<file path="src/srfp_pkg.sv">
// Package with the shared types, codes and constants of the serial response frame parser.
package srfp_pkg;

    // Sync characters and payload limit
    localparam logic [7:0] SYNC_FIRST      = 8'h7A;
    localparam logic [7:0] SYNC_SECOND     = 8'h62;
    localparam logic [7:0] MAX_FRAME_BYTES = 8'd127;

    // Configuration register indexes
    localparam int unsigned CFG_IDX_W = 1;
    localparam logic [CFG_IDX_W-1:0] CFG_ENERGY_ID = 1'b0;
    localparam logic [CFG_IDX_W-1:0] CFG_BLOCK_ID  = 1'b1;

    // Reset values of the configuration registers
    localparam logic [7:0] ENERGY_ID_RST = 8'd0;
    localparam logic [7:0] BLOCK_ID_RST  = 8'd1;

    typedef enum logic [1:0] {
        KIND_PAYLOAD = 2'd0,
        KIND_ENERGY  = 2'd1,
        KIND_STATUS  = 2'd2,
        KIND_ERROR   = 2'd3
    } t_kind;

    typedef enum logic [3:0] {
        PH_SYNC1 = 4'b0001,
        PH_SYNC2 = 4'b0010,
        PH_ID    = 4'b0100,
        PH_BODY  = 4'b1000
    } t_phase;

    typedef struct packed {
        logic [7:0] energy_id;
        logic [7:0] block_id;
    } t_cfg;

    typedef struct packed {
        t_kind      kind;
        logic [7:0] value;
        logic [7:0] level;
        logic [7:0] response_id;
        logic [7:0] frame_length;
        logic       last;
        logic       oversize;
    } t_result;

endpackage

</file>
<file path="src/srfp_if.sv">
// Interfaces of the byte request channel and the result request channel.
interface srfp_rx_if;
    logic       valid;
    logic       ready;
    logic [7:0] rx_byte;

    modport source (output valid, output rx_byte, input ready);
    modport sink (input valid, input rx_byte, output ready);
endinterface

interface srfp_res_if;
    logic       valid;
    logic       ready;
    logic [1:0] kind;
    logic [7:0] value;
    logic [7:0] level;
    logic [7:0] response_id;
    logic [7:0] frame_length;
    logic       last;
    logic       oversize;

    modport source (
        output valid, output kind, output value, output level, output response_id,
        output frame_length, output last, output oversize, input ready
    );
    modport sink (
        input valid, input kind, input value, input level, input response_id,
        input frame_length, input last, input oversize, output ready
    );
endinterface

</file>
<file path="src/srfp_cfg_regs.sv">
// Configuration registers holding the energy and receive-block response ids.
module srfp_cfg_regs (
    input  logic                           i_clk,
    input  logic                           i_rst_n,
    input  logic                           i_cfg_we,
    input  logic [srfp_pkg::CFG_IDX_W-1:0] i_cfg_idx,
    input  logic [7:0]                     i_cfg_data,
    output srfp_pkg::t_cfg                 o_cfg
);

    logic [7:0] r_energy_id;
    logic [7:0] r_block_id;

    // Write the addressed id register
    always_ff @(posedge i_clk) begin
        if (!i_rst_n) begin
            r_energy_id <= srfp_pkg::ENERGY_ID_RST;
            r_block_id  <= srfp_pkg::BLOCK_ID_RST;
        end else if (i_cfg_we) begin
            unique case (i_cfg_idx)
                srfp_pkg::CFG_ENERGY_ID: r_energy_id <= i_cfg_data;
                srfp_pkg::CFG_BLOCK_ID:  r_block_id  <= i_cfg_data;
                default: ;
            endcase
        end
    end

    assign o_cfg.energy_id = r_energy_id;
    assign o_cfg.block_id  = r_block_id;

endmodule

</file>
<file path="src/srfp_parser.sv">
// Frame parser state and the per-byte decode that yields at most one result.
module srfp_parser (
    input  logic              i_clk,
    input  logic              i_rst_n,
    input  logic              i_step,
    input  logic [7:0]        i_byte,
    input  srfp_pkg::t_cfg    i_cfg,
    output logic              o_res_valid,
    output srfp_pkg::t_result o_res
);

    srfp_pkg::t_phase r_phase, n_phase;
    logic [7:0] r_cur_id, n_cur_id;
    logic       r_status_seen, n_status_seen;
    logic [7:0] r_status, n_status;
    logic       r_level_seen, n_level_seen;
    logic [7:0] r_level, n_level;
    logic       r_len_seen, n_len_seen;
    logic [7:0] r_len, n_len;
    logic [7:0] r_count, n_count;

    // Decode one byte against the current phase
    always_comb begin
        n_phase       = r_phase;
        n_cur_id      = r_cur_id;
        n_status_seen = r_status_seen;
        n_status      = r_status;
        n_level_seen  = r_level_seen;
        n_level       = r_level;
        n_len_seen    = r_len_seen;
        n_len         = r_len;
        n_count       = r_count;
        o_res_valid   = 1'b0;
        o_res         = '0;
        if (i_step) begin
            unique case (r_phase)
                srfp_pkg::PH_SYNC1: begin
                    if (i_byte == srfp_pkg::SYNC_FIRST) begin
                        n_phase = srfp_pkg::PH_SYNC2;
                    end else begin
                        n_phase = srfp_pkg::PH_SYNC1;
                        if (i_byte != 8'd0) begin
                            o_res_valid = 1'b1;
                            o_res.kind  = srfp_pkg::KIND_ERROR;
                            o_res.value = i_byte;
                        end
                    end
                end
                srfp_pkg::PH_SYNC2: begin
                    if (i_byte == srfp_pkg::SYNC_SECOND) begin
                        n_status_seen = 1'b0;
                        n_level_seen  = 1'b0;
                        n_len_seen    = 1'b0;
                        n_count       = 8'd0;
                        n_phase       = srfp_pkg::PH_ID;
                    end else begin
                        n_phase = srfp_pkg::PH_SYNC1;
                        if (i_byte != 8'd0) begin
                            o_res_valid = 1'b1;
                            o_res.kind  = srfp_pkg::KIND_ERROR;
                            o_res.value = i_byte;
                        end
                    end
                end
                srfp_pkg::PH_ID: begin
                    n_cur_id = i_byte;
                    n_phase  = srfp_pkg::PH_BODY;
                end
                srfp_pkg::PH_BODY: begin
                    // Energy id wins when both registers match
                    priority if (r_cur_id == i_cfg.energy_id) begin
                        if (!r_status_seen) begin
                            n_status      = i_byte;
                            n_status_seen = 1'b1;
                        end else begin
                            n_level           = i_byte;
                            n_level_seen      = 1'b1;
                            n_phase           = srfp_pkg::PH_SYNC1;
                            o_res_valid       = 1'b1;
                            o_res.kind        = srfp_pkg::KIND_ENERGY;
                            o_res.value       = r_status;
                            o_res.level       = i_byte;
                            o_res.response_id = r_cur_id;
                        end
                    end else if (r_cur_id == i_cfg.block_id) begin
                        if (!r_level_seen) begin
                            n_level      = i_byte;
                            n_level_seen = 1'b1;
                        end else if (!r_len_seen) begin
                            n_len      = i_byte;
                            n_len_seen = 1'b1;
                            n_count    = 8'd0;
                        end else begin
                            // Stream payload, finish once the count reaches the length
                            n_count            = r_count + 8'd1;
                            o_res_valid        = 1'b1;
                            o_res.kind         = srfp_pkg::KIND_PAYLOAD;
                            o_res.value        = i_byte;
                            o_res.level        = r_level;
                            o_res.response_id  = r_cur_id;
                            o_res.frame_length = r_len;
                            o_res.last         = (n_count >= r_len);
                            o_res.oversize     = (r_len > srfp_pkg::MAX_FRAME_BYTES);
                            if (n_count >= r_len) begin
                                n_phase = srfp_pkg::PH_SYNC1;
                            end
                        end
                    end else begin
                        if (!r_status_seen) begin
                            n_status      = i_byte;
                            n_status_seen = 1'b1;
                        end
                        n_phase           = srfp_pkg::PH_SYNC1;
                        o_res_valid       = 1'b1;
                        o_res.kind        = srfp_pkg::KIND_STATUS;
                        o_res.value       = r_status_seen ? r_status : i_byte;
                        o_res.response_id = r_cur_id;
                    end
                end
                default: begin
                    n_phase = srfp_pkg::PH_SYNC1;
                end
            endcase
        end
    end

    // Hold parser state
    always_ff @(posedge i_clk) begin
        if (!i_rst_n) begin
            r_phase       <= srfp_pkg::PH_SYNC1;
            r_cur_id      <= 8'd0;
            r_status_seen <= 1'b0;
            r_status      <= 8'd0;
            r_level_seen  <= 1'b0;
            r_level       <= 8'd0;
            r_len_seen    <= 1'b0;
            r_len         <= 8'd0;
            r_count       <= 8'd0;
        end else begin
            r_phase       <= n_phase;
            r_cur_id      <= n_cur_id;
            r_status_seen <= n_status_seen;
            r_status      <= n_status;
            r_level_seen  <= n_level_seen;
            r_level       <= n_level;
            r_len_seen    <= n_len_seen;
            r_len         <= n_len;
            r_count       <= n_count;
        end
    end

endmodule

</file>
<file path="src/serial_response_frame_parser.sv">
// Top level of the serial response frame parser: input register, parser and result register.
//
// Usage:
//   i_rx carries one received serial byte per request (valid/ready). The block
//   hunts for the sync pair 'z','b', takes a response id and decodes the body.
//   o_res carries at most one result per byte: a payload byte, an energy
//   report, a command status or a framing error, with the id, level, frame
//   length, last and oversize fields.
//   i_cfg_we/i_cfg_idx/i_cfg_data write the energy id (index 0) and the
//   receive-block id (index 1); write them only while the block is idle.
// Timing:
//   A byte accepted into the input register is decoded from there and its
//   result, if any, is loaded into the result register and driven on o_res.
//   One byte per cycle is sustained while o_res.ready is high, set by the
//   single decode step between the input register and the result register.
// Reset and stall:
//   Synchronous reset clears the parser to the hunt for 'z', drops any
//   pending byte and result, and loads ids 0 and 1. While the receiver holds
//   o_res.ready low the result is held, one more byte is kept in the input
//   register, and i_rx.ready drops until the result is taken.
module serial_response_frame_parser (
    input  logic                           i_clk,
    input  logic                           i_rst_n,
    srfp_rx_if.sink                        i_rx,
    srfp_res_if.source                     o_res,
    input  logic                           i_cfg_we,
    input  logic [srfp_pkg::CFG_IDX_W-1:0] i_cfg_idx,
    input  logic [7:0]                     i_cfg_data
);

    logic              r_in_valid;
    logic [7:0]        r_in_byte;
    logic              r_out_valid;
    srfp_pkg::t_result r_out;
    logic              advance;
    logic              res_valid;
    srfp_pkg::t_result res;
    srfp_pkg::t_cfg    cfg;

    // Decode the held byte when the result register is free or being drained
    assign advance    = r_in_valid && (!r_out_valid || o_res.ready);
    assign i_rx.ready = !r_in_valid || advance;

    srfp_cfg_regs u_cfg (
        .i_clk      (i_clk),
        .i_rst_n    (i_rst_n),
        .i_cfg_we   (i_cfg_we),
        .i_cfg_idx  (i_cfg_idx),
        .i_cfg_data (i_cfg_data),
        .o_cfg      (cfg)
    );

    srfp_parser u_parser (
        .i_clk       (i_clk),
        .i_rst_n     (i_rst_n),
        .i_step      (advance),
        .i_byte      (r_in_byte),
        .i_cfg       (cfg),
        .o_res_valid (res_valid),
        .o_res       (res)
    );

    // Capture an incoming byte request
    always_ff @(posedge i_clk) begin
        if (!i_rst_n) begin
            r_in_valid <= 1'b0;
        end else if (i_rx.ready) begin
            r_in_valid <= i_rx.valid;
        end
    end

    always_ff @(posedge i_clk) begin
        if (i_rx.ready && i_rx.valid) begin
            r_in_byte <= i_rx.rx_byte;
        end
    end

    // Load a new result or drop the one just taken
    always_ff @(posedge i_clk) begin
        if (!i_rst_n) begin
            r_out_valid <= 1'b0;
        end else if (advance) begin
            r_out_valid <= res_valid;
        end else if (o_res.ready) begin
            r_out_valid <= 1'b0;
        end
    end

    always_ff @(posedge i_clk) begin
        if (advance) begin
            r_out <= res;
        end
    end

    assign o_res.valid        = r_out_valid;
    assign o_res.kind         = r_out.kind;
    assign o_res.value        = r_out.value;
    assign o_res.level        = r_out.level;
    assign o_res.response_id  = r_out.response_id;
    assign o_res.frame_length = r_out.frame_length;
    assign o_res.last         = r_out.last;
    assign o_res.oversize     = r_out.oversize;

`ifndef SYNTHESIS
    // No decode while a result is stalled
    a_no_advance_on_stall: assert property (@(posedge i_clk) disable iff (!i_rst_n)
        (r_out_valid && !o_res.ready) |-> !advance)
        else $error("decode advanced over a stalled result");

    // A result appears only from a pending byte
    a_no_invented_result: assert property (@(posedge i_clk) disable iff (!i_rst_n)
        ((!r_out_valid || o_res.ready) && !r_in_valid) |=> !r_out_valid)
        else $error("result appeared without a pending byte");

    // Last marks payload results only
    a_last_on_payload: assert property (@(posedge i_clk) disable iff (!i_rst_n)
        (r_out_valid && r_out.last) |-> (r_out.kind == srfp_pkg::KIND_PAYLOAD))
        else $error("last set on a non-payload result");

    // Framing errors carry no frame context
    a_error_fields: assert property (@(posedge i_clk) disable iff (!i_rst_n)
        (r_out_valid && r_out.kind == srfp_pkg::KIND_ERROR) |->
        (r_out.level == 8'd0 && r_out.response_id == 8'd0 && r_out.frame_length == 8'd0))
        else $error("framing error carries frame fields");
`endif

endmodule
</file>
<file path="src/flat_wrapper.sv">
// flat-port wrapper written by rule: the top's interface ports become plain ports
module serial_response_frame_parser_flat 
  (i_clk, i_rst_n, i_cfg_we, i_cfg_idx, i_cfg_data, i_rx_valid, i_rx_rx_byte, i_rx_ready, o_res_valid, o_res_kind, o_res_value, o_res_level, o_res_response_id, o_res_frame_length, o_res_last, o_res_oversize, o_res_ready);
  srfp_rx_if i_rx_i ();
  srfp_res_if o_res_i ();
  input  logic i_clk;
  input  logic i_rst_n;
  input  logic i_cfg_we;
  input  logic [srfp_pkg::CFG_IDX_W-1:0] i_cfg_idx;
  input  logic [7:0] i_cfg_data;
  input wire logic [$bits(i_rx_i.valid)-1:0] i_rx_valid;
  input wire logic [$bits(i_rx_i.rx_byte)-1:0] i_rx_rx_byte;
  output wire logic [$bits(i_rx_i.ready)-1:0] i_rx_ready;
  output wire logic [$bits(o_res_i.valid)-1:0] o_res_valid;
  output wire logic [$bits(o_res_i.kind)-1:0] o_res_kind;
  output wire logic [$bits(o_res_i.value)-1:0] o_res_value;
  output wire logic [$bits(o_res_i.level)-1:0] o_res_level;
  output wire logic [$bits(o_res_i.response_id)-1:0] o_res_response_id;
  output wire logic [$bits(o_res_i.frame_length)-1:0] o_res_frame_length;
  output wire logic [$bits(o_res_i.last)-1:0] o_res_last;
  output wire logic [$bits(o_res_i.oversize)-1:0] o_res_oversize;
  input wire logic [$bits(o_res_i.ready)-1:0] o_res_ready;
  assign i_rx_i.valid = i_rx_valid;
  assign i_rx_i.rx_byte = i_rx_rx_byte;
  assign i_rx_ready = i_rx_i.ready;
  assign o_res_valid = o_res_i.valid;
  assign o_res_kind = o_res_i.kind;
  assign o_res_value = o_res_i.value;
  assign o_res_level = o_res_i.level;
  assign o_res_response_id = o_res_i.response_id;
  assign o_res_frame_length = o_res_i.frame_length;
  assign o_res_last = o_res_i.last;
  assign o_res_oversize = o_res_i.oversize;
  assign o_res_i.ready = o_res_ready;
  serial_response_frame_parser u_core (.i_clk(i_clk), .i_rst_n(i_rst_n), .i_rx(i_rx_i), .o_res(o_res_i), .i_cfg_we(i_cfg_we), .i_cfg_idx(i_cfg_idx), .i_cfg_data(i_cfg_data));
endmodule
</file>
<file path="config.mk">
export PLATFORM = sky130hd
export DESIGN_NAME = serial_response_frame_parser_flat
export DESIGN_NICKNAME = d
export VERILOG_FILES = /design/src/srfp_pkg.sv /design/src/srfp_if.sv /design/src/srfp_cfg_regs.sv /design/src/srfp_parser.sv /design/src/serial_response_frame_parser.sv /design/src/flat_wrapper.sv
export SDC_FILE = /design/constraint.sdc
export NUM_CORES = 1
export LEC_CHECK = 0
export ABC_AREA = 1
export BUFFER_PORTS_ARGS = -buffer_cell sky130_fd_sc_hd__buf_2
export CAP_MARGIN = 0
export CORE_UTILIZATION = 59
export CTS_CLUSTER_SIZE = 20
export DETAILED_ROUTE_END_ITERATION = 8
export MAX_ROUTING_LAYER = met4
export PLACE_DENSITY_LB_ADDON = 0.08
export SLEW_MARGIN = 20
export SYNTH_ARGS = -nofsm -noshare
export SYNTH_HDL_FRONTEND = slang
export SYNTH_SLANG_ARGS = --single-unit
</file>
<file path="constraint.sdc">
create_clock -name i_clk -period 4 [get_ports i_clk]
set_input_delay 0.2 -clock i_clk [delete_from_list [all_inputs] [get_ports i_clk]]
set_output_delay 0.2 -clock i_clk [all_outputs]
set_load 0.03 [all_outputs]
</file>
==> results of run 1 <==
## worst min path at each step
stage                          startpoint                                       end  slack, ps  depth (start not counted)
after floorplan           i_rx_rx_byte[0]             u_core.r_in_byte[0]$_DFFE_PP_        300                          0
after global placement    i_rx_rx_byte[4]             u_core.r_in_byte[4]$_DFFE_PP_        380                          1
after detailed placement  i_rx_rx_byte[2]             u_core.r_in_byte[2]$_DFFE_PP_        380                          1
after CTS                   i_cfg_data[2]  u_core.u_cfg.r_energy_id[2]$_SDFFE_PN0P_         50                          3
after global routing        i_cfg_data[2]  u_core.u_cfg.r_energy_id[2]$_SDFFE_PN0P_         80                          3
final                       i_cfg_data[2]  u_core.u_cfg.r_energy_id[2]$_SDFFE_PN0P_         70                          3
## metal layers
layer,vias to the layer above,global-route usage,wire [um]
met2,158,0.433,5410
li1,2196,-,-
met4,0,0.0970,274
met5,-,-,0
met3,30,0.0646,806
met1,2022,0.391,5580
## state kept, by name, indices dropped and copies added (netlist names)
name / cells
u_core.u_parser.r_status: 8
u_core.u_cfg.r_energy_id: 8
u_core.u_parser.r_level_seen: 1
u_core.u_parser.r_len_seen: 1
u_core.o_res.value: 8
u_core.o_res.level: 8
u_core.u_parser.r_phase: 4
u_core.u_parser.r_level: 8
u_core.o_res.oversize: 1
u_core.o_res.kind: 2
u_core.u_cfg.r_block_id: 8
u_core.u_parser.r_cur_id: 8
u_core.r_in_valid: 1
u_core.o_res.response_id: 8
u_core.u_parser.r_len: 8
u_core.o_res.last: 1
u_core.r_in_byte: 8
u_core.o_res.frame_length: 8
u_core.u_parser.r_status_seen: 1
u_core.u_parser.r_count: 8
u_core.o_res.valid: 1
## per-stage QoR
stage	hold WS, ps	worst slack [ps]
after floorplan	299	1770
after global placement	376	1780
after detailed placement	378	1690
after CTS	53.0	1650
after global routing	83.2	1380
final	65.2	1630
## worst reg2reg max path, cell delays in order (launching register included)
cell and delay (ps):
sky130_fd_sc_hd__dfxtp_1 420, sky130_fd_sc_hd__nand3_1 160, sky130_fd_sc_hd__or2_2 310, sky130_fd_sc_hd__inv_1 60, sky130_fd_sc_hd__nand2_1 40, sky130_fd_sc_hd__nand2_1 80
sky130_fd_sc_hd__inv_1 50, sky130_fd_sc_hd__ha_1 280, sky130_fd_sc_hd__a21oi_1 170, sky130_fd_sc_hd__o21a_1 170, sky130_fd_sc_hd__nand2_1 80, sky130_fd_sc_hd__nand2_1 110
sky130_fd_sc_hd__nand2_4 70, sky130_fd_sc_hd__nand2_2 100, sky130_fd_sc_hd__nand2_1 60, sky130_fd_sc_hd__nand2_1 60, sky130_fd_sc_hd__nor2_1 50
## layout by cell type, fill, tap and decap left out, drive strengths merged
cell | Yosys | layout
nand2 | 135 | 135
inv | 83 | 86
nor2 | 72 | 72
o21ai | 66 | 66
dfxtp | 65 | 65
a21oi | 63 | 63
buf | 9 | 60
edfxtp | 44 | 44
nand3 | 22 | 22
nor3 | 14 | 14
nand4 | 12 | 12
ha | 9 | 9
clkbuf | 9 | 9
o22ai | 8 | 8
dlygate4sd3 | 0 | 8
xor2 | 4 | 4
clkinv | 0 | 4
xnor2 | 3 | 3
or2 | 2 | 2
o41ai | 1 | 1
o31ai | 1 | 1
o211ai | 1 | 1
nor4 | 1 | 1
nand3b | 1 | 1
o21a | 1 | 1
a31oi | 1 | 1
## cells by family (layout without fill, tap and decap cells)
| group | after synthesis | after routing | synth area share |
|---|---|---|---|
| xor gates and xnor gates | 7 | 7 | 0.0119 |
| DFF | 109 | 109 | 0.507 |
| and+or+nand+nor | 259 | 259 | 0.230 |
| adders and majority gates | 9 | 9 | 0.0218 |
| AOI/OAI and AO/OA | 142 | 142 | 0.148 |
| buffers and inverters | 101 | 167 | 0.0815 |
## cell type report
cell class                      instances  area share
Clock inverter                          7     0.00848
Inverter                               83      0.0546
Clock buffer                            9      0.0215
Tap cell                              105      0.0228
Sequential cell                       109       0.456
Timing Repair Buffer                   68      0.0666
Multi-Input combinational cell        417       0.370
## power by group through the flow
| stage | clock network [mW] | logic, mW | registers, mW |
|---|---|---|---|
| after floorplan | 0 | 0.135 | 1.27 |
| after global placement | 0 | 0.229 | 1.24 |
| after detailed placement | 0 | 0.234 | 1.24 |
| after CTS | 0.626 | 0.241 | 1.22 |
| after global routing | 0.665 | 0.268 | 1.22 |
| final | 0.616 | 0.244 | 1.22 |
==> out/results.txt, run 1 <==
The flow ran to the end, and the final reports show no timing, DRC or antenna violations. The largest single stage delay on the critical path is 420 ps. The first global-routing pass estimated 19400 um of wire. The routed layout has 4406 vias. The tools report the final instance area as 5750 um^2. Once detailed placement completed, the half-perimeter wirelength came to 8310 um.

Among the stages of the critical path, the cell type that occurs most often is sky130_fd_sc_hd__nand2_1. Measured in cells, the most critical reg-to-reg path has a length of 16. The effective utilization at floorplan was 0.620; the placement-stage cell area was 5500 um^2. The element type at the critical path start is a register.

For the leakage power of the design, the log shows 2.40 nW. The number of hold buffers added after CTS came out at 8. The internal power summed over all cells is 1.49 mW. The chip height was 95.6 um. The total DRC errors in the routed layout came out at 0.

Counting flops with a built-in enable in the synthesized netlist gives 44. The buffer and inverter count on the worst path was 2; the number of global-route vias before repair was 4018. At the worst endpoint, the required time is 4290 ps. The clock period could shrink to 2370 ps. The number of diodes added for antenna fixing was 0. In this run the cell area of the synthesized design comes to 5170 um^2.

In this run the post-CTS setup repair buffer count came out at 0. Input and output buffers added on the ports amount to 59. At the end of routability-driven placement, the weighted congestion stood at 0.940. Of all nets on the critical path, the largest fanout is 5. For the die area, the log shows 9150 um^2. The critical path ends at u_core.u_parser.r_phase[2]$_SDFFE_PN0P_. The run gives 38 as the number of unique standard cell types used by synthesis. Insertion delay to the later sink of the worst-skew pair: 380 ps.

The startpoint of the most critical register-to-register path is u_core.u_parser.r_count[0]$_SDFFE_PN0P_. For the total negative slack, the log shows 0 ps. The average instance in the mapped netlist occupies 8.25 um^2. After the first detailed-routing iteration, the DRC count stood at 278. The run gives 0.117 as the combinational group share of total power. At the pin with the least slew margin, the transition time is 1030 ps. The run gives 0.296 as the power share of the clock group. Number of hold-slack violations in the final timing report: 0. The endpoint arrival time on the critical path is 2660 ps, and the layout filler cell count is 694. Proportion of layout cells with a drive suffix above 1: 0.170. The tree is rooted in a sky130_fd_sc_hd__clkbuf_8.

The number of nets in the synthesized netlist is 658. The number of placed instances with taps included was 774. Class of the tightest hold or removal check: in -> reg.

On the final layout, the worst clock skew is 12.9 ps. The portion of synthesized cell area occupied by the leading cell type came out at 0.255. The largest total area in the synthesized netlist belongs to sky130_fd_sc_hd__edfxtp_1. The H-tree was split into 3 levels. The number of top-level pins was 60. In the post-synthesis netlist, the cell with the most instances is sky130_fd_sc_hd__nand2_1. The worst register-to-register path has a setup slack of 1630 ps. The total wire length is 12100 um, and the global-route usage over all layers is 0.290. Setup repair after global routing left no endpoint under its margin. The via count normalized by instance count came out at 5.52. The signal on the critical path passes through nand3_1 -> or2_2 -> inv_1 -> nand2_1 -> nand2_1 -> inv_1 -> ha_1 -> a21oi_1 -> o21a_1 -> nand2_1 -> nand2_1 -> nand2_4 -> nand2_2 -> nand2_1 -> nand2_1 -> nor2_1. By count the netlist is led by 126 x sky130_fd_sc_hd__nand2_1, 73 x sky130_fd_sc_hd__inv_1, 65 x sky130_fd_sc_hd__dfxtp_1, 65 x sky130_fd_sc_hd__nor2_1, 58 x sky130_fd_sc_hd__a21oi_1. For the post-cts gate resize count, the log shows 0. In this run the critical register-to-register path is captured at u_core.u_parser.r_phase[2]$_SDFFE_PN0P_. Based on the critical path, the design can be clocked at up to 423 MHz.

The tools report the detailed-router iteration count before antenna repair as 5. The critical path starts at u_core.u_parser.r_count[0]$_SDFFE_PN0P_. After the last flow step, the layout net total stands at 719. The kind of cell with the highest combined delay along the critical path is simple AND/OR/NAND/NOR gates.

After synthesis, the cell types taking the most area are sky130_fd_sc_hd__edfxtp_1 26%, sky130_fd_sc_hd__dfxtp_1 25%, sky130_fd_sc_hd__nand2_1 9.1%. In this run the standard cell core region covers 8340 um^2. The total overflow reported by the global router was 0; the fraction of synthesis flops using an asynchronous set or reset pin was 0.

Maximum count of clock buffers along a single path: 2. The run gives 0.586 as the sequential cell fraction of total power. The worst-path cell with the longest stage delay was sky130_fd_sc_hd__dfxtp_1. The worst setup path is of the reg -> reg kind. Number of antenna violations at the first check in global routing: 0. The total setup violations reported at the end of the flow is 0.

For the switching power of the nets, the log shows 586 uW. Number of nets with antenna violations after detailed routing: 0. The dominant register cell in the synthesized netlist was sky130_fd_sc_hd__dfxtp_1.

The logs give 0.310 for the worst slew margin relative to its limit and 33 for the number of rows in the core area. The final non-filler cell total was 798; the CTS sink count was 109. The capturing element type of the critical path is a register. Final cell utilization of the core: 0.690. The tools report the number of warnings issued by yosys as 0. The tools report the count of final max-slew check failures as 0.

Synthesis handed over a netlist of 627 instances. Entering global routing, the biggest net connects 55 pins. In the final layout, the multi-input gates occupy 2130 um^2.

The sequential cells in the finished layout cover a total of 2620 um^2. The switching share of power came out at 0.282. The critical path crosses 16 cells after its start point.

The sequential-to-total area share from yosys stat is 0.507. Dividing total power by cell area gives a power density of 362 nW/um^2. Compared with the post-synthesis result, the final layout area differs by 11.2%. Across the VDD grid, the largest voltage drop is 0.304 mV. Clock-pin slew was measured on the worst setup and hold paths at 110 ps.

The period utilization was 0.591. TritonCTS built the clock tree. Max-cap violations in this run came to 0.

Synthesis inferred 109 register bits. Dividing the detail-routed wire length by the instance count gives 15.1 um. The design draws 2.08 mW. In this run the horizontal extent of the chip is 95.6 um. The number of clock buffers added by TritonCTS is 9.
Note: power is estimated with default switching activity, not from simulation.
==> run 2, diff against run 1 <==
- ABC_AREA: 1 -> 0
- CORE_UTILIZATION: 59 -> 52
- clock period: 4 -> 2.1 ns (I/O delays scaled with it)
==> run 2 against run 1 <==
The flow now finishes with violations (DRC, setup timing). Critical path depth is 5 lower. Synthesized cell count down 28%. Core utilization grew 3.5 points. Sequential power rose by 85%. Largest power group unchanged. Highest routed layer unchanged.
==> out/results.txt, run 2 <==
The global-route usage over all layers was 0.247 (was 0.290); the fraction of synthesis flops using an asynchronous set or reset pin was 0 (unchanged). The worst reg-to-reg path cell count works out to 11 (was 16). For the max-cap check violation count, the log shows 0 (unchanged). The dominant register cell in the synthesized netlist was sky130_fd_sc_hd__dfxtp_1 (unchanged).

The most area-hungry cell type in the Yosys netlist is sky130_fd_sc_hd__edfxtp_1 (unchanged). The sequential cell fraction of total power was 0.584 (was 0.586). Clock root buffer: sky130_fd_sc_hd__clkbuf_8 (unchanged). Most area-consuming cells after synthesis: sky130_fd_sc_hd__edfxtp_1 27%, sky130_fd_sc_hd__dfxtp_1 27%, sky130_fd_sc_hd__mux2i_1 6.9% (was sky130_fd_sc_hd__edfxtp_1 26%, sky130_fd_sc_hd__dfxtp_1 25%, sky130_fd_sc_hd__nand2_1 9.1%). The tools report the number of warnings issued by yosys as 0 (unchanged). The number of hold-slack violations in the final timing report is 0 (unchanged), and the number of I/O port buffers is 59 (unchanged). The effective utilization at floorplan was 0.545 (was 0.620); the endpoint arrival time on the critical path was 2700 ps (was 2660 ps). The number of placed instances with taps included came out at 652 (was 774).

Commonest cells after routing, fill and taps aside: 59 x sky130_fd_sc_hd__buf_2, 58 x sky130_fd_sc_hd__buf_4, 44 x sky130_fd_sc_hd__nor2_1, 44 x sky130_fd_sc_hd__edfxtp_1, 43 x sky130_fd_sc_hd__dfxtp_1 (was 126 x sky130_fd_sc_hd__nand2_1, 73 x sky130_fd_sc_hd__inv_1, 65 x sky130_fd_sc_hd__nor2_1, 65 x sky130_fd_sc_hd__dfxtp_1, 59 x sky130_fd_sc_hd__buf_2). The switching share of power was 0.254 (was 0.282). The number of rows in the core area was 34 (was 33). The logs give 3 (unchanged) for the maximum level of the CTS H-tree and 5 (was 0) for the total DRC errors in the routed layout. The worst setup slack for register-to-register paths is -320 ps (was 1630 ps). The critical path class is reg -> reg (unchanged). The run gives 19.7 ps (was 12.9 ps) as the final setup skew. Pin count of the biggest net entering global routing: 49 (was 55). The proportion of layout cells with a drive suffix above 1 was 0.361 (was 0.170). For the cell area after synthesis, the log shows 4820 um^2 (was 5170 um^2). The most used standard cell by instance count after synthesis was sky130_fd_sc_hd__dfxtp_1 (was sky130_fd_sc_hd__nand2_1). The tools report the end of the worst register-to-register path as u_core.u_parser.r_phase[3]$_SDFFE_PN0P_ (was u_core.u_parser.r_phase[2]$_SDFFE_PN0P_).

CTS sink count: 109 (unchanged). The commonest non-fill, non-tap cell in the layout was sky130_fd_sc_hd__buf_2 (was sky130_fd_sc_hd__nand2_1). The die area was 9660 um^2 (was 9150 um^2). The tools report the switching power of the nets as 983 uW (was 586 uW). The number of unique standard cell types used by synthesis came out at 55 (was 38).

Worst path cell trace: ha_4 -> nand3_4 -> and2_4 -> or2_4 -> ha_4 -> and4_4 -> a21o_1 -> a311oi_2 -> o211a_1 -> o21ai_1 -> a21oi_1 (was nand3_1 -> or2_2 -> inv_1 -> nand2_1 -> nand2_1 -> inv_1 -> ha_1 -> a21oi_1 -> o21a_1 -> nand2_1 -> nand2_1 -> nand2_4 -> nand2_2 -> nand2_1 -> nand2_1 -> nor2_1). The maximum count of clock buffers along a single path is 2 (unchanged), and the period utilization is 1.15 (was 0.591). The power density of the placed cells works out to 602 nW/um^2 (was 362 nW/um^2).

The maximum fanout encountered on the critical timing path was 4 (was 5). The insertion delay to the later sink of the worst-skew pair was 370 ps (was 380 ps). The first-pass GRT wire length is 18000 um (was 19400 um). The die width works out to 98.3 um (was 95.6 um).

Most frequent cell on the critical path: sky130_fd_sc_hd__ha_4 (was sky130_fd_sc_hd__nand2_1). The stage delay of the slowest cell on the critical path came out at 400 ps (was 420 ps). Buffer and inverter count on the worst path: 0 (was 2). The run finished, with violations left. The logs give 0.104 (was 0.117) for the combinational group share of total power and 0.544 (was 0.507) for the sequential-to-total area share from yosys stat.

The end point of the worst hold path is u_core.u_cfg.r_block_id[4]$_SDFFE_PN0P_ (was u_core.u_cfg.r_energy_id[2]$_SDFFE_PN0P_). The worst endpoint required time was 2380 ps (was 4290 ps). The run gives 11200 um (was 12100 um) as the total wire length. The number of stages on the worst hold path was 3 (unchanged).

The run gives 8850 um^2 (was 8340 um^2) as the core area. The worst setup margin was -322 ps (was 1630 ps). The chip height is 98.3 um (was 95.6 um), and the clock period minus worst slack is 2420 ps (was 2370 ps). Number of top-level pins: 60 (unchanged).

The run gives 0 (unchanged) as the number of nets with antenna violations after detailed routing. The final reports fail on DRC, setup timing. The logs give 413 MHz (was 423 MHz) for the maximum clock rate and 0.607 mV (was 0.304 mV) for the worst ir drop on vdd.

For the number of nets in the synthesized netlist, the log shows 483 (was 658). Synthesized area per cell: 10.7 um^2 (was 8.25 um^2). The logs give -336 ps (was 1690 ps) for the post-place setup slack and 2.59 nW (was 2.40 nW) for the leakage power of the design. The clock slew at the register clock pins of the worst setup and hold paths is 100 ps (was 110 ps), and the iteration-0 DRC count of the detailed router is 241 (was 278). Placement-stage cell area: 5690 um^2 (was 5500 um^2).

The transition time at the pin with the least slew margin is 539 ps (was 1030 ps), and the number of diodes added for antenna fixing is 0 (unchanged). The tools report the placer congestion estimate as 0.884 (was 0.940). For the number of global-route vias before repair, the log shows 3668 (was 4018). Top cell family by delay on the critical path: compound AO/OA/AOI/OAI gates (was simple AND/OR/NAND/NOR gates). Startpoint of the most critical register-to-register path: u_core.u_parser.r_count[0]$_SDFFE_PN0P_ (unchanged).

The number of antenna violations at the first check in global routing came out at 0 (unchanged). The capturing element type of the critical path is a register (unchanged). The worst-path cell with the longest stage delay was sky130_fd_sc_hd__dfxtp_4 (was sky130_fd_sc_hd__dfxtp_1).

The count of final max-slew check failures came out at 0 (unchanged). Setup repair after global routing could not meet its margin everywhere. TritonCTS built the clock tree. The register bit count reported by yosys is 109 (unchanged). The final layout net count was 610 (was 719); the final non-filler cell total was 692 (was 798). For the CTS buffer count, the log shows 9 (unchanged). The detailed-router iteration count before antenna repair was 9 (was 5). Post-synth top cells: 65 x sky130_fd_sc_hd__dfxtp_1, 47 x sky130_fd_sc_hd__nor2_1, 44 x sky130_fd_sc_hd__edfxtp_1 (was 126 x sky130_fd_sc_hd__nand2_1, 73 x sky130_fd_sc_hd__inv_1, 65 x sky130_fd_sc_hd__dfxtp_1, 65 x sky130_fd_sc_hd__nor2_1, 58 x sky130_fd_sc_hd__a21oi_1). The worst slew margin relative to its limit was 0.640 (was 0.310); the final instance area was 6410 um^2 (was 5750 um^2). The total overflow reported by the global router was 0 (unchanged); the post-detailed-route wirelength per cell was 16.2 um (was 15.1 um). The detailed-placement wirelength estimate was 7720 um (was 8310 um); the internal power summed over all cells was 2.88 mW (was 1.49 mW). The growth of design area from synthesis to finish was 33.0% (was 11.2%).

Class of the tightest hold or removal check: in -> reg (unchanged). The portion of synthesized cell area occupied by the leading cell type works out to 0.274 (was 0.255). The element type at the critical path start was a register (unchanged). The tools report the beginning of the worst hold path as i_cfg_data[4] (was i_cfg_data[2]).

The total setup violations reported at the end of the flow was 8 (was 0); the final hold slack was 6.92 ps (was 65.2 ps). The number of synthesized flops with an enable pin came out at 44 (unchanged). The power share of the clock group came out at 0.313 (was 0.296). For the total number of vias, the log shows 3786 (was 4406). The via count normalized by instance count was 5.47 (was 5.52); the count of mapped cells out of synthesis was 452 (was 627).
run 2: cell count changes in the layout (fill, tap and decap cells not counted), moves of 9 or more:
| cell | change |
|---|---|
| sky130_fd_sc_hd__a21oi_1 | -39 |
| sky130_fd_sc_hd__a22o_1 | +17 |
| sky130_fd_sc_hd__and2_1 | +10 |
| sky130_fd_sc_hd__buf_4 | +57 |
| sky130_fd_sc_hd__dfxtp_1 | -22 |
| sky130_fd_sc_hd__dfxtp_2 | +10 |
| sky130_fd_sc_hd__dfxtp_4 | +12 |
| sky130_fd_sc_hd__inv_1 | -61 |
| sky130_fd_sc_hd__inv_2 | -9 |
| sky130_fd_sc_hd__mux2i_1 | +33 |
| sky130_fd_sc_hd__nand2_1 | -87 |
| sky130_fd_sc_hd__nand4_1 | -9 |
| sky130_fd_sc_hd__nor2_1 | -21 |
| sky130_fd_sc_hd__o21ai_0 | -49 |
run 2: worst max-delay path by stage:
stage / endpoint / slack [ps] / depth (start not counted) / from
after floorplan: u_core.u_parser.r_phase[0]$_SDFFE_PN1P_ / -90 / 11 / u_core.u_parser.r_count[0]$_SDFFE_PN0P_
after global placement: u_core.u_parser.r_level[3]$_SDFFE_PN0P_ / -250 / 9 / u_core.u_parser.r_cur_id[5]$_SDFFE_PN0P_
after detailed placement: u_core.u_parser.r_phase[0]$_SDFFE_PN1P_ / -340 / 11 / u_core.u_parser.r_count[0]$_SDFFE_PN0P_
after CTS: u_core.u_parser.r_phase[0]$_SDFFE_PN1P_ / -320 / 11 / u_core.u_parser.r_count[0]$_SDFFE_PN0P_
after global routing: u_core.u_parser.r_phase[3]$_SDFFE_PN0P_ / -460 / 11 / u_core.u_parser.r_count[0]$_SDFFE_PN0P_
final: u_core.u_parser.r_phase[3]$_SDFFE_PN0P_ / -320 / 11 / u_core.u_parser.r_count[0]$_SDFFE_PN0P_
run 2: layout make-up:
cell class | instances | area (um^2)
Sequential cell | 109 | 2680
Fill cell | 648 | 2430
Clock buffer | 11 | 141
Tap cell | 108 | 135
Multi-Input combinational cell | 308 | 2390
Inverter | 12 | 45.0
Clock inverter | 5 | 43.8
Timing Repair Buffer | 139 | 976
run 2: worst reg2reg max path, cell delays in order (launching register included):
cell and delay, ps:
sky130_fd_sc_hd__dfxtp_4 400, sky130_fd_sc_hd__ha_4 160, sky130_fd_sc_hd__nand3_4 70, sky130_fd_sc_hd__and2_4 140, sky130_fd_sc_hd__or2_4 230, sky130_fd_sc_hd__ha_4 230
sky130_fd_sc_hd__and4_4 170, sky130_fd_sc_hd__a21o_1 160, sky130_fd_sc_hd__a311oi_2 300, sky130_fd_sc_hd__o211a_1 240, sky130_fd_sc_hd__o21ai_1 90, sky130_fd_sc_hd__a21oi_1 150
run 2: kinds of logic after synthesis:
family                   share of synthesized area
multiplexers                                0.0708
flip-flops                                   0.544
XOR/XNOR                                    0.0363
AND/OR/NAND/NOR                              0.179
adder cells (fa/ha/maj)                     0.0234
buffers and inverters                       0.0283
AO/OA/AOI/OAI                                0.119
run 2: per-stage QoR:
| step | TNS, ps | utilization | total power [mW] |
|---|---|---|---|
| after detailed placement | -5350 | 0.643 | 2.64 |
| after floorplan | -265 | - | 2.50 |
| after global routing | -3140 | 0.725 | 4.00 |
| after global placement | -4340 | 0.643 | 2.63 |
| after CTS | -1390 | 0.701 | 3.86 |
| final | -1540 | 0.725 | 3.86 |
run 2: layer usage:
layer  GRT usage  up-vias  share of wire
met2       0.438       80           0.53
met4      0.0643        0          0.012
met5           -        -              0
met1       0.292     1822           0.42
met3      0.0372       14          0.035
li1            -     1870              -
run 2: timing repair:
item,in CTS,in global routing
cloned,0,0
endpoints found under the setup margin,42,36
resized for setup,27,40
setup buffers,5,5
hold endpoints to repair,22,0
hold buffers,16,0
pin swaps,4,13
run 2: power by group through the flow:
stage	registers [mW]	logic, mW	clock network (mW)
after floorplan	2.34	0.157	0
final	2.26	0.400	1.21
after detailed placement	2.31	0.326	0
after global routing	2.26	0.428	1.32
after CTS	2.26	0.372	1.23
after global placement	2.31	0.319	0
==> run 3, diff against run 2 <==
- CTS_CLUSTER_DIAMETER: not set -> 150
- PLACE_DENSITY: not set -> 0.87
- PLACE_DENSITY_LB_ADDON: 0.08 -> not set
==> run 3 against run 2 <==
The run ends with DRC, hold timing, setup timing left. Via count is 9.2% higher. Core utilization is 1.2 points higher. Sequential power hardly changed. Die area did not move. Clock-buffer cell count did not move. Clock skew fell by 7.9 ps. Final cell count shrank 0.29%. Combinational power increased by 5.7%. Largest cell class unchanged. Largest power group unchanged.
==> out/results.txt, run 3 (same netlist as run 2, synthesis figures left out) <==
The flow ran to the end, but the final reports show violations. Violations in the final reports: DRC, hold timing, setup timing (was DRC, setup timing). The via count normalized by instance count works out to 5.99 (was 5.47). The max-cap check violation count was 0 (unchanged); the count of final max-slew check failures was 0 (unchanged). The run gives 2 (unchanged) as the maximum count of clock buffers along a single path. The startpoint of the most critical register-to-register path was u_core.u_parser.r_count[0]$_SDFFE_PN0P_ (unchanged). The run gives 0 (unchanged) as the total overflow reported by the global router. Setup repair after global routing could not meet its margin everywhere.

Beginning of the worst hold path: i_cfg_data[1] (was i_cfg_data[4]). The post-detailed-route wirelength per cell works out to 18.7 um (was 16.2 um). The run gives 0.378 mV (was 0.607 mV) as the worst ir drop on vdd. The buffer and inverter count on the worst path is 0 (unchanged), and the core area is 8850 um^2 (unchanged). The logs give 4.10 mW (was 3.86 mW) for the total power after layout and 60 (unchanged) for the number of top-level pins. The total setup violations reported at the end of the flow is 29 (was 8). The class of the tightest hold or removal check is in -> reg (unchanged). The final layout net count was 608 (was 610).

Element type at the critical path start: a register (unchanged). The maximum level of the CTS H-tree is 3 (unchanged), and the effective utilization at floorplan is 0.545 (unchanged). For the total DRC errors in the routed layout, the log shows 5 (unchanged).

The iteration-0 DRC count of the detailed router was 363 (was 241); the CTS sink count was 109 (unchanged). The transition time at the pin with the least slew margin was 564 ps (was 539 ps). Commonest cells after routing, fill and taps aside: 59 x sky130_fd_sc_hd__buf_2, 55 x sky130_fd_sc_hd__buf_4, 44 x sky130_fd_sc_hd__edfxtp_1 (was 59 x sky130_fd_sc_hd__buf_2, 58 x sky130_fd_sc_hd__buf_4, 44 x sky130_fd_sc_hd__nor2_1, 44 x sky130_fd_sc_hd__edfxtp_1, 43 x sky130_fd_sc_hd__dfxtp_1). The run gives 2 (was 0) as the number of hold-slack violations in the final timing report. The worst reg-to-reg path cell count was 11 (unchanged). The tools report the beginning of the critical path as u_core.u_parser.r_count[0]$_SDFFE_PN0P_ (unchanged). The commonest non-fill, non-tap cell in the layout is sky130_fd_sc_hd__buf_2 (unchanged). The capturing element type of the critical path is a register (unchanged). The stage delay of the slowest cell on the critical path came out at 390 ps (was 400 ps). Worst path cell trace: ha_4 -> nand3_4 -> and2_4 -> or2_4 -> ha_4 -> and4_4 -> a21o_1 -> a311oi_2 -> o211a_1 -> nor2_2 -> mux2i_1 (was ha_4 -> nand3_4 -> and2_4 -> or2_4 -> ha_4 -> and4_4 -> a21o_1 -> a311oi_2 -> o211a_1 -> o21ai_1 -> a21oi_1). The tools report the number of diodes added for antenna fixing as 0 (unchanged). For the number of global-route vias before repair, the log shows 3812 (was 3668). The final cell utilization of the core is 0.737 (was 0.725), and the period utilization is 1.16 (was 1.15). The number of I/O port buffers is 59 (unchanged).

The detailed-placement wirelength estimate came out at 7820 um (was 7720 um). For the endpoint arrival time on the critical path, the log shows 2690 ps (was 2700 ps). The worst-path cell with the longest stage delay is sky130_fd_sc_hd__dfxtp_4 (unchanged). The leakage power of the design came out at 2.63 nW (was 2.59 nW). The placer congestion estimate is 0.905 (was 0.884). The final non-filler cell total was 690 (was 692); the number of antenna violations at the first check in global routing was 0 (unchanged). The logs give 0.252 (was 0.247) for the global-route usage over all layers and 5650 um^2 (was 5690 um^2) for the placement-stage cell area. For the maximum clock rate, the log shows 409 MHz (was 413 MHz). The logs give 6530 um^2 (was 6410 um^2) for the final instance area and 18500 um (was 18000 um) for the first-pass GRT wire length. The most frequent cell on the critical path was sky130_fd_sc_hd__ha_4 (unchanged). TritonCTS built the clock tree. The run gives 4135 (was 3786) as the total number of vias. The end of the worst register-to-register path is u_core.u_parser.r_phase[0]$_SDFFE_PN1P_ (was u_core.u_parser.r_phase[3]$_SDFFE_PN0P_). The maximum fanout encountered on the critical timing path works out to 3 (was 4). The chip height was 98.3 um (unchanged); the insertion delay to the later sink of the worst-skew pair was 370 ps (about the same). The die area is 9660 um^2 (unchanged), and the worst slew margin relative to its limit is 0.623 (was 0.640). The clock slew at the register clock pins of the worst setup and hold paths is 100 ps (about the same), and the number of placed instances with taps included is 645 (was 652). The number of rows in the core area is 34 (unchanged).

The detailed-router iteration count before antenna repair was 8 (was 9). The top cell family by delay on the critical path was compound AO/OA/AOI/OAI gates (unchanged). The critical path class is reg -> reg (unchanged). The total negative slack came out at -3030 ps (was -1540 ps). The power density of the placed cells is 628 nW/um^2 (was 602 nW/um^2), and the die width is 98.3 um (unchanged). The clock period minus worst slack was 2440 ps (was 2420 ps); the worst setup margin was -342 ps (was -322 ps). The run gives -334 ps (was -336 ps) as the post-place setup slack.

The growth of design area from synthesis to finish works out to 35.3% (was 33.0%). The final setup skew was 11.8 ps (was 19.7 ps); the proportion of layout cells with a drive suffix above 1 was 0.393 (was 0.361). The worst setup slack for register-to-register paths is -340 ps (was -320 ps). Total wire length: 12900 um (was 11200 um).

The number of stages on the worst hold path is 3 (unchanged), and the final hold slack is -4.10 ps (was 6.92 ps). The clock root buffer is sky130_fd_sc_hd__clkbuf_8 (unchanged). The logs give 9 (unchanged) for the CTS buffer count and 49 (unchanged) for the pin count of the biggest net entering global routing. The number of nets with antenna violations after detailed routing was 0 (unchanged). Worst endpoint required time: 2350 ps (was 2380 ps).

End point of the worst hold path: u_core.u_cfg.r_energy_id[1]$_SDFFE_PN0P_ (was u_core.u_cfg.r_block_id[4]$_SDFFE_PN0P_).
==> run 3: changes by cell type in the layout (fill, tap and decap cells not counted), sizes merged <==
cell,previous run,this run
bufinv,0,2
dlygate4sd3,16,12
clkbuf,11,12
buf,123,124
clkinvlp,0,1
inv,15,12
==> run 3: worst max path at each step <==
stage / slack [ps] / to / cells after the start
6_report: -340 / u_core.u_parser.r_phase[0]$_SDFFE_PN1P_ / 11
5_1_grt: -490 / u_core.u_parser.r_phase[0]$_SDFFE_PN1P_ / 11
4_1_cts: -300 / u_core.u_parser.r_phase[0]$_SDFFE_PN1P_ / 11
3_5_place_dp: -330 / u_core.u_parser.r_phase[1]$_SDFFE_PN0P_ / 11
3_3_place_gp: -210 / u_core.u_parser.r_phase[0]$_SDFFE_PN1P_ / 11
2_1_floorplan: -90 / u_core.u_parser.r_phase[0]$_SDFFE_PN1P_ / 11
==> run 3: layout make-up <==
type                            instances  area, um^2
Timing Repair Buffer                  137        1000
Inverter                               12        45.0
Sequential cell                       109        2690
Multi-Input combinational cell        308        2430
Fill cell                             538        2320
Clock buffer                           11         141
Tap cell                              108         135
Clock inverter                          5        85.1
==> run 3: worst min-delay path, cell delays in order <==
cell and delay (ps):
sky130_fd_sc_hd__buf_2 90, sky130_fd_sc_hd__mux2i_1 60, sky130_fd_sc_hd__nor2_1 80
==> run 3: routing by layer <==
metal | vias up | global-route usage | wire length, um
li1 | 1859 | - | -
met1 | 1993 | 0.302 | 4940
met5 | - | - | 0
met2 | 227 | 0.433 | 6650
met3 | 56 | 0.0336 | 894
met4 | 0 | 0.0953 | 448
==> run 3: what timing repair did <==
item / 4_1_cts / 5_1_grt
resized for setup: 27 / 61
endpoints found under the hold margin: 13 / 0
setup buffers: 6 / 15
setup endpoints to repair: 35 / 56
hold buffers: 12 / 0
gates cloned: 0 / 1
pin swaps: 8 / 27
==> run 3: report_power, final <==
group          total, mW  internal (mW)  switching, mW  leakage, nW
clock               1.42          0.709          0.706        0.110
sequential          2.26           2.23         0.0337        0.990
combinational      0.423          0.180          0.243         1.53
